===== src/rtl/salru_pkg.sv =====
// Shared types, constants and helpers for the set-associative LRU tag store.
`default_nettype none
package salru_pkg;

	localparam int SETS = 64;
	localparam int WAYS = 8;

	localparam int ADDR_W = 32;
	localparam int TAG_W = 29;
	localparam int CNT_W = 32;
	localparam int OFF_W = 5;
	localparam int SETB_W = 3;
	localparam int CFG_W = 5;
	localparam int CFG_IDX_W = 1;
	localparam int MODE_W = 3;
	localparam int WAY_OUT_W = 3;
	localparam int EVICT_W = 2;
	localparam int NUM_CNT = 6;
	localparam int SHAMT_W = 6;

	localparam int WAY_W = (WAYS > 1) ? $clog2(WAYS) : 1;
	localparam int AGE_W = WAY_W;
	localparam int SET_W = (SETS > 1) ? $clog2(SETS) : 1;

	localparam logic [OFF_W-1:0] OFFSET_BITS_RST = OFF_W'(9);
	localparam logic [SETB_W-1:0] SET_BITS_RST = SETB_W'(6);

	localparam logic [CFG_IDX_W-1:0] REG_OFFSET_BITS = 1'd0;
	localparam logic [CFG_IDX_W-1:0] REG_SET_BITS = 1'd1;

	localparam logic [MODE_W-1:0] MODE_READ_LOOKUP = 3'd0;
	localparam logic [MODE_W-1:0] MODE_WRITE_LOOKUP = 3'd1;
	localparam logic [MODE_W-1:0] MODE_FILL = 3'd2;
	localparam logic [MODE_W-1:0] MODE_READ_TOUCH = 3'd3;
	localparam logic [MODE_W-1:0] MODE_WRITE_TOUCH = 3'd4;

	localparam logic [EVICT_W-1:0] EVICT_NONE = 2'd0;
	localparam logic [EVICT_W-1:0] EVICT_CLEAN = 2'd1;
	localparam logic [EVICT_W-1:0] EVICT_DIRTY = 2'd2;

	localparam int CNT_RD_ACC = 0;
	localparam int CNT_WR_ACC = 1;
	localparam int CNT_RD_MISS = 2;
	localparam int CNT_WR_MISS = 3;
	localparam int CNT_CLEAN_EV = 4;
	localparam int CNT_DIRTY_EV = 5;

	localparam logic [AGE_W-1:0] AGE_OLDEST = AGE_W'(WAYS - 1);

	typedef struct packed {
		logic [WAYS-1:0][TAG_W-1:0] tags;
		logic [WAYS-1:0] valid;
		logic [WAYS-1:0] dirty;
		logic [WAYS-1:0][AGE_W-1:0] age;
	} row_t;

	typedef struct packed {
		logic read;
		logic commit;
	} cmd_t;

	function automatic row_t reset_row();
		row_t r;
		r.tags = '0;
		r.valid = '0;
		r.dirty = '0;
		for (int j = 0; j < WAYS; j++) begin
			r.age[j] = AGE_W'(WAYS - 1 - j);
		end
		return r;
	endfunction

endpackage
`default_nettype wire


===== src/rtl/salru_ctrl.sv =====
// Controller state machine: request intake, lookup sequencing and result handoff.
`default_nettype none
module salru_ctrl (
	input  wire logic            clk,
	input  wire logic            arst_n,
	input  wire logic            in_valid,
	output logic                 in_ready,
	output logic                 out_valid,
	input  wire logic            out_ready,
	output salru_pkg::cmd_t      cmd
);
	import salru_pkg::*;

	typedef enum logic [1:0] {
		S_IDLE = 2'b01,
		S_LOOK = 2'b10
	} state_t;

	state_t state_q;
	state_t state_d;
	logic out_valid_q;

	always_comb begin
		in_ready = (state_q == S_IDLE);
		cmd.read = in_valid && (state_q == S_IDLE);
		cmd.commit = (state_q == S_LOOK) && (!out_valid_q || out_ready);
		state_d = state_q;
		unique case (state_q)
			S_IDLE: begin
				if (in_valid) begin
					state_d = S_LOOK;
				end
			end
			S_LOOK: begin
				if (cmd.commit) begin
					state_d = S_IDLE;
				end
			end
			default: begin
				state_d = S_IDLE;
			end
		endcase
	end

	always_ff @(posedge clk or negedge arst_n) begin
		if (!arst_n) begin
			state_q <= S_IDLE;
			out_valid_q <= 1'b0;
		end else begin
			state_q <= state_d;
			if (cmd.commit) begin
				out_valid_q <= 1'b1;
			end else if (out_ready) begin
				out_valid_q <= 1'b0;
			end
		end
	end

	assign out_valid = out_valid_q;

endmodule
`default_nettype wire


===== config.mk =====
export PLATFORM = sky130hd
export DESIGN_NAME = salru_ctrl
export DESIGN_NICKNAME = d
export VERILOG_FILES = /design/src/rtl/salru_pkg.sv /design/src/rtl/salru_ctrl.sv
export SDC_FILE = /design/constraint.sdc
export NUM_CORES = 1
export LEC_CHECK = 0
export BUFFER_PORTS_ARGS = -buffer_cell sky130_fd_sc_hd__buf_2
export CORE_AREA = 2 2 39 41
export DETAILED_ROUTE_END_ITERATION = 8
export DIE_AREA = 0 0 41 43
export GPL_TIMING_DRIVEN = 0
export HOLD_SLACK_MARGIN = 0.1
export SYNTH_ARGS = -nofsm -noshare
export SYNTH_HDL_FRONTEND = slang
export SYNTH_SLANG_ARGS = --single-unit

===== constraint.sdc =====
create_clock -name clk -period 1.4 [get_ports clk]
set_clock_uncertainty 0.1 [all_clocks]
set_input_delay 0.42 -clock clk [delete_from_list [all_inputs] [get_ports clk]]
set_output_delay 0.42 -clock clk [all_outputs]
set_load 0.005 [all_outputs]

==> flow_metrics.tcl, run 1 <==
set metrics [dict create \
    routedWlPerCell_um 8.15 \
    num_io_pins 8 \
    irDropWorstVdd_mv 0.211 \
    slew-limit-headroom_pct 88.8 \
    seq_area_frac_synth_pct 58.7 \
    drt_iter0_drc 0 \
    ctsHtreeMaxLevel 1 \
    post-route-min-period_ps 1560 \
    rsz0062_at_grt "true" \
    globalRouteTotalUtil_pct 5.02 \
    finalSetupViolations 3 \
    hpwl_um 222 \
    path_max_fanout 3 \
    dp.cells 34 \
    clock_path_buffers 2 \
    cts_inserted_buffers 3 \
    grt_max_degree 5 \
    synthCells 11 \
    final_util_pct 17.3 \
    syn_to_final_growth_pct 83.7 \
    final_layout_size_suffix_gt1_share_pct 58.3 \
    synth_cell_types 8 \
    p_leak_nw 0.124 \
    clkLatencyLatePin_ps 230 \
    vias 129 \
    hp-class "in2reg" \
    violations "setup timing" \
    rows 14 \
    root_buffer "clkbuf_4" \
    firstDrtPassIters 1 \
    endpoint_kind "primary output" \
    num_antenna_cells 0 \
    path_cells "and3b_1 > buf_2" \
    viasPerCell 3.23 \
    syn_nets 15 \
    cts_tree "yes" \
    worstPathArrival_ps 1040 \
    fin_crit_sh_pct 112 \
    max_freq_ghz 0.640 \
    whs_ps 238 \
    finalNonFillerCells 40 \
    die-height_um 43 \
    syn_area_per_cell_um2 11.8 \
    fin_ws_ps -163 \
    cp_slowest_cell "dfstp_2" \
    ant_nets 0 \
    power.density_nw_per_um2 1310 \
    core_um2 1380 \
    initial_core_util_pct 9.40 \
    status "finished, violations left" \
    first_global_vias 119 \
    clkTransAtPathRegs_ps 30 \
    maxCapViolations 0 \
    routabilityCongestion 0.468 \
    ys_ff_latch 3 \
    critPathMaxStageDelay_ps 520 \
    cts_sinks 3 \
    grt_antenna_before_repair 0 \
    port_buffers 7 \
    nets 29 \
    wl_um 326 \
    required_ps 880 \
    die_area_um2 1760 \
    grt_overflow 0 \
    drv_slew 0 \
    pre_cts_ws_ps -81.8 \
    crit_type "reg2out" \
    start_kind "flip-flop" \
    finalPower_uw 312 \
    grt_pass1_wl_um 455 \
    hold_violations 0 \
    yosysWarningCount 0 \
    drc_errors 0 \
    die_w_um 41 \
    worst_pin_slew_ps 167 \
    netlist_area_um2 130 \
    fill_cells 161 \
]
==> synth_stat cells <==
library cell / number / area (µm²)
a2bb2oi_1: 1 / 8.76
and3b_1: 1 / 8.76
dfrtp_1: 2 / 50.1
dfstp_2: 1 / 26.3
nand2_1: 1 / 3.75
nand2b_1: 2 / 12.5
nor2b_1: 2 / 12.5
o21bai_1: 1 / 7.51
==> metrics by stage <==
step           area (µm²)  TNS, ps
4_1_cts               239     -479
2_1_floorplan         130        0
5_1_grt               239     -616
6_report              239     -449
3_3_place_gp          185    -82.5
3_5_place_dp          185    -81.8
==> layout make-up <==
cell class / instances / area [µm²] / share of cell area [%]
Sequential cell: 3 / 76.3 / 31.9
Multi-Input combinational cell: 8 / 63.8 / 26.7
Timing Repair Buffer: 9 / 52.6 / 22.0
Clock buffer: 4 / 26.3 / 11.0
Tap cell: 16 / 20.0 / 8.38
==> metal layers <==
metal,GRT usage [%],vias to the layer above,part of all wire [%],wire [µm]
li1,-,64,-,-
met1,3.22,57,35,114
met2,5.31,8,44,144
met3,7.33,0,21,67
met4,6.00,0,0,0
met5,0,-,0,0
==> where the power goes <==
| part | internal [mW] | switching [mW] | total, mW |
|---|---|---|---|
| combinational | 0.0332 | 0.0208 | 0.0540 |
| clock | 0.107 | 0.0428 | 0.149 |
| sequential | 0.100 | 0.00847 | 0.109 |
| total | 0.240 | 0.0721 | 0.312 |
==> placed cells by master (no fill, tap or decap) <==
cell           synthesis  layout
dlygate4sd3_1          0       1
and3b_1                1       1
nand2b_1               2       1
clkbuf_4               0       3
dfstp_2                1       1
nor2b_1                2       1
clkbuf_1               0       1
a2bb2oi_1              1       1
buf_4                  0       1
nor2b_2                0       1
dfrtp_1                2       2
nand2b_4               0       1
nand2_1                1       1
o21bai_1               1       1
buf_2                  0       7
==> worst paths after layout <==
check	to	cells past startpoint	start	slack [ps]
setup reg to reg	state_q[0]$_DFFE_PN1P_	3	state_q[0]$_DFFE_PN1P_	320
hold / removal	state_q[0]$_DFFE_PN1P_	2	in_valid	240
max in group asynchronous	state_q[0]$_DFFE_PN1P_	2	arst_n	590
hold reg to reg	out_valid$_DFFE_PN0P_	2	out_valid$_DFFE_PN0P_	440
setup / recovery	cmd[1]	2	state_q[0]$_DFFE_PN1P_	-160
min in group asynchronous	out_valid$_DFFE_PN0P_	2	arst_n	410
==> critical path, delay by kind of cell (launching register included) <==
family	cells	cell delay (ps)
DFF	1	520
buffers and inverters	1	120
and+or+nand+nor	1	170
==> cells by family (layout without fill, tap and decap cells) <==
| group | after synthesis | in the layout | share of synthesized area (%) |
|---|---|---|---|
| and+or+nand+nor | 6 | 6 | 28.8 |
| buffers and inverters | 0 | 13 | 0 |
| AOI/OAI and AO/OA | 2 | 2 | 12.5 |
| DFF | 3 | 3 | 58.7 |
==> sequential cells by signal, indices dropped and copies added, names as in the netlist <==
register	cells
state_q	2
out_valid	1
==> repair_timing <==
action	in CTS	in global routing
hold endpoints to repair	3	0
endpoints found under the setup margin	3	3
gates resized for setup	2	0
buffers inserted	1	0
hold buffers	1	0
Power figures use the tool's default switching activity.
==> inputs of run 2 (changes only) <==
--- a/config.mk
+++ b/config.mk
@@ -5,6 +5,7 @@
 export SDC_FILE = /design/constraint.sdc
 export NUM_CORES = 1
 export LEC_CHECK = 0
+export ABC_AREA = 1
 export BUFFER_PORTS_ARGS = -buffer_cell sky130_fd_sc_hd__buf_2
 export CORE_AREA = 2 2 39 41
 export DETAILED_ROUTE_END_ITERATION = 8
==> flow_metrics.tcl, run 2 <==
set metrics [dict create \
    grt_overflow 0 \
    syn_area_per_cell_um2 6.97 \
    fill_cells 160 \
    firstDrtPassIters 1 \
    globalRouteTotalUtil_pct 5.43 \
    grt_antenna_before_repair 0 \
    ant_nets 0 \
    vias 155 \
    endpoint_kind "primary output" \
    post-route-min-period_ps 1530 \
    die_area_um2 1760 \
    largest_register "state_q" \
    violations "setup timing" \
    p_leak_nw 0.170 \
    seq_area_frac_synth_pct 52.1 \
    yosysWarningCount 0 \
    clkTransAtPathRegs_ps 40 \
    path_max_fanout 2 \
    ys_ff_latch 3 \
    syn_nets 25 \
    fin_ws_ps -135 \
    hold_violations 0 \
    die-height_um 43 \
    grt_pass1_wl_um 524 \
    num_antenna_cells 0 \
    rsz0062_at_grt "true" \
    min_to "state_q[1]$_DFFE_PN0P_" \
    synth_ff_type "dfrtp_1" \
    rows 14 \
    r2r-start "state_q[0]$_DFFE_PN1P_" \
    ctsHtreeMaxLevel 1 \
    first_global_vias 156 \
    cts_inserted_buffers 3 \
    clock_path_buffers 2 \
    port_buffers 7 \
    maxCapViolations 0 \
    clkLatencyLatePin_ps 230 \
    path_cells "nand2_2 > nor2_2 > buf_2" \
    r2r_slack_ps 330 \
    synth_cell_types 6 \
    grt_max_degree 4 \
    final_layout_size_suffix_gt1_share_pct 45.7 \
    initial_core_util_pct 10.6 \
    ys_async_sr_fraction_pct 100 \
    netlist_top_cells_count "inv_1, nand2_1, nor2_1, dfrtp_1" \
    syn_to_final_growth_pct 76.1 \
    routabilityCongestion 0.618 \
    viasPerCell 3.04 \
    nets 40 \
    fin_crit_sh_pct 110 \
    slew-limit-headroom_pct 93.2 \
    min_path_cells 3 \
    cts_sinks 3 \
    netlist_area_um2 146 \
    wl_um 301 \
    critPathMaxStageDelay_ps 520 \
    cts_tree "yes" \
    r2r_end "state_q[1]$_DFFE_PN0P_" \
    finalNonFillerCells 51 \
    die_w_um 41 \
    worstPathArrival_ps 1010 \
    reg2reg_depth 6 \
    crit_type "reg2out" \
    ys_top_cells_by_area "dfrtp_1, dfstp_2, inv_1, nand2_1, nor2_1" \
    root_buffer "clkbuf_4" \
    hp-class "in2reg" \
    synth.top_cell.area_share_pct 34.2 \
    routedWlPerCell_um 5.90 \
    power.density_nw_per_um2 1220 \
    cp_slowest_cell "dfstp_2" \
    synth_area_leader_cell "dfrtp_1" \
    finalSetupViolations 3 \
    dp.cells 44 \
    required_ps 880 \
    synthCells 21 \
    drt_iter0_drc 0 \
    num_io_pins 8 \
    finalPower_uw 313 \
    holdCritStartpoint "in_valid" \
    worst_pin_slew_ps 101 \
    status "finished, violations left" \
    max_freq_ghz 0.652 \
    largest_reg_flops 2 \
    start_kind "flip-flop" \
    startpoint "state_q[0]$_DFFE_PN1P_" \
    core_um2 1380 \
    drv_slew 0 \
    drc_errors 0 \
    synth-edff-count 0 \
    final_cell_mix "inv_1, buf_2, nand2_1" \
    irDropWorstVdd_mv 0.153 \
]
[run 2: cell types whose count changed in the layout (fill, tap and decap cells not counted), moves of 2 or more]
cell     delta
inv_1       +7
nand2_1     +4
nor2_1      +3
nand2_2     +2
[run 2: layout make-up]
cell class	count	area, µm²	area share, %
clock buffers	4	26.3	10.2
repair buffers	10	60.1	23.3
inverters	7	26.3	10.2
well taps	16	20.0	7.77
flip-flops and latches	3	76.3	29.6
multi-input cells	11	48.8	18.9
[run 2: logic make-up after synthesis]
family | Yosys count | synth area share [%]
DFF | 3 | 52.1
buffers and inverters | 7 | 18.0
and+or+nand+nor | 11 | 29.9
[run 2: worst max-delay path by stage]
stage | slack [ps] | end | depth (start not counted)
3_5_place_dp | -8 | cmd[0] | 6
5_1_grt | -190 | cmd[0] | 4
3_3_place_gp | -6 | cmd[0] | 6
2_1_floorplan | 190 | cmd[0] | 3
6_report | -130 | cmd[1] | 3
4_1_cts | -170 | cmd[1] | 3
[run 2: stage by stage]
step                      hold WS (ps)  util (%)  TNS (ps)  setup WS (ps)  area (µm²)
after detailed placement           120      14.6     -7.80          -7.80         201
after CTS                          305      18.6      -436           -173         258
after global routing               328      18.6      -524           -189         258
after global placement             118      14.6     -5.85          -5.85         201
final                              311      18.6      -359           -135         258
after floorplan                   24.4         -         0            193         146
[run 2: layer usage]
metal | track usage [%] | share of wire, % | vias to the layer above
li1 | - | - | 83
met1 | 4.52 | 35 | 68
met3 | 3.66 | 7.0 | 0
met2 | 5.63 | 58 | 4
met5 | 0 | 0 | -
met4 | 10.0 | 0 | 0
[run 2: report_power, final]
group | switching, mW | total, mW | internal [mW]
logic | 0.0292 | 0.0592 | 0.0301
clock network | 0.0419 | 0.149 | 0.107
registers | 0.00544 | 0.106 | 0.100
[run 2: worst max-delay path: cells and delay by family, from the launching register on]
kind | cells | cell delay [ps]
buffers and inverters | 1 | 120
DFF | 1 | 520
and+or+nand+nor | 2 | 150
[run 2: timing repair]
item                                    CTS  global route
pin swaps                                 2             1
endpoints found under the setup margin    3             3
endpoints found under the hold margin     3             0
hold buffers                              1             0
setup buffers                             2             0
resized for setup                         2             0
cloned                                    0             0
==> inputs of run 3 (changes only) <==
--- a/config.mk
+++ b/config.mk
@@ -6,11 +6,10 @@
 export NUM_CORES = 1
 export LEC_CHECK = 0
 export ABC_AREA = 1
-export BUFFER_PORTS_ARGS = -buffer_cell sky130_fd_sc_hd__buf_2
+export BUFFER_PORTS_ARGS = -buffer_cell sky130_fd_sc_hd__clkbuf_2
 export CORE_AREA = 2 2 39 41
 export DETAILED_ROUTE_END_ITERATION = 8
 export DIE_AREA = 0 0 41 43
-export GPL_TIMING_DRIVEN = 0
 export HOLD_SLACK_MARGIN = 0.1
 export SYNTH_ARGS = -nofsm -noshare
 export SYNTH_HDL_FRONTEND = slang
==> flow_metrics.tcl, run 3 (synthesized netlist as in run 2, its figures left out) <==
set metrics [dict create \
    grt_max_degree 4 \
    whs_ps 310 \
    hold_violations 0 \
    slew-limit-headroom_pct 94.0 \
    endpoint_kind "primary output" \
    syn_to_final_growth_pct 86.3 \
    final_util_pct 19.7 \
    worst_pin_slew_ps 90.0 \
    die_w_um 41 \
    ant_nets 0 \
    power.density_nw_per_um2 1180 \
    wl_um 339 \
    die_area_um2 1760 \
    routedWlPerCell_um 6.40 \
    rows 14 \
    cts_inserted_buffers 3 \
    num_antenna_cells 0 \
    path_max_fanout 2 \
    final_cell_mix "inv_1, clkbuf_2, nand2_1" \
    fill_cells 158 \
    grt_overflow 0 \
    p_leak_nw 0.177 \
    clock_path_buffers 2 \
    rsz0062_at_grt "true" \
    clkTransAtPathRegs_ps 40 \
    cts_tree "yes" \
    finalPower_uw 323 \
    irDropWorstVdd_mv 0.221 \
    post-route-min-period_ps 1550 \
    nets 42 \
    drv_slew 0 \
    max_freq_ghz 0.647 \
    final_layout_size_suffix_gt1_share_pct 48.6 \
    firstDrtPassIters 2 \
    hp-class "in2reg" \
    root_buffer "clkbuf_4" \
    cts_sinks 3 \
    port_buffers 7 \
    maxCapViolations 0 \
    first_global_vias 176 \
    fin_crit_sh_pct 110 \
    r2r_slack_ps 230 \
    largest_reg_flops 2 \
    worstPathArrival_ps 1030 \
    violations "setup timing" \
    viasPerCell 3.23 \
    ctsHtreeMaxLevel 1 \
    crit_type "reg2out" \
    drc_errors 0 \
    hpwl_um 270 \
    grt_pass1_wl_um 593 \
    die-height_um 43 \
    required_ps 880 \
    clkLatencyLatePin_ps 230 \
    finalNonFillerCells 53 \
    routabilityCongestion 0.609 \
    finalSetupViolations 3 \
    fin_setup_tns_ps -385 \
    status "finished, violations left" \
    vias 171 \
    drt_iter0_drc 3 \
    largest_register "state_q" \
    grt_antenna_before_repair 0 \
    start_kind "flip-flop" \
    fin_ws_ps -146 \
    initial_core_util_pct 10.6 \
    core_um2 1380 \
    dp.cells 46 \
    num_io_pins 8 \
    globalRouteTotalUtil_pct 5.82 \
]
[run 3: changes by cell type in the layout (fill, tap and decap cells not counted)]
cell | before | now
buf_2 | 7 | 0
buf_4 | 2 | 4
clkbuf_2 | 0 | 7
[run 3: routing by layer]
metal | wire length, µm | track usage (%) | vias up
li1 | - | - | 89
met1 | 118 | 4.50 | 76
met2 | 197 | 8.13 | 6
met3 | 23 | 3.14 | 0
met4 | 0 | 8.00 | 0
met5 | 0 | 0 | -
[run 3: area by class of cell]
type / instances / area, µm² / area share, %
clock buffer: 4 / 26.3 / 9.63
inverter: 7 / 26.3 / 9.63
multi-input combinational: 11 / 48.8 / 17.9
sequential: 3 / 76.3 / 28.0
tap: 16 / 20.0 / 7.34
timing repair buffer: 12 / 75.1 / 27.5
[run 3: critical path, stage by stage (launching register included)]
cell,delay [ps]
dfstp_2,530
nand2_2,60
nor2_2,90
clkbuf_2,120
[run 3: final timing paths]
check	start	end	depth (start not counted)
worst max-delay path	state_q[0]$_DFFE_PN1P_	cmd[1]	3
worst min-delay path	in_valid	state_q[1]$_DFFE_PN0P_	3
worst max register to register	state_q[0]$_DFFE_PN1P_	state_q[1]$_DFFE_PN0P_	7
worst min register to register	out_valid$_DFFE_PN0P_	state_q[1]$_DFFE_PN0P_	4
max in group asynchronous	arst_n	state_q[0]$_DFFE_PN1P_	2
min in group asynchronous	arst_n	out_valid$_DFFE_PN0P_	2
[run 3: power by group]
part | total (mW) | internal (mW) | switching [mW]
Combinational | 0.0648 | 0.0344 | 0.0304
Clock | 0.152 | 0.107 | 0.0449
Sequential | 0.107 | 0.100 | 0.00629
Total | 0.323 | 0.241 | 0.0816
[run 3: stage by stage]
stage | area [µm²] | setup WS (ps)
CTS | 273 | -180
detailed placement | 216 | 22.1
floorplan | 146 | 193
finish | 273 | -146
global route | 273 | -197
global placement | 216 | 28.0
[run 3: what timing repair did]
item / in CTS / in global routing
resized for setup: 2 / 0
pin swaps: 2 / 1
setup endpoints to repair: 3 / 3
setup buffers: 2 / 0
endpoints found under the hold margin: 3 / 0
hold buffers: 1 / 0
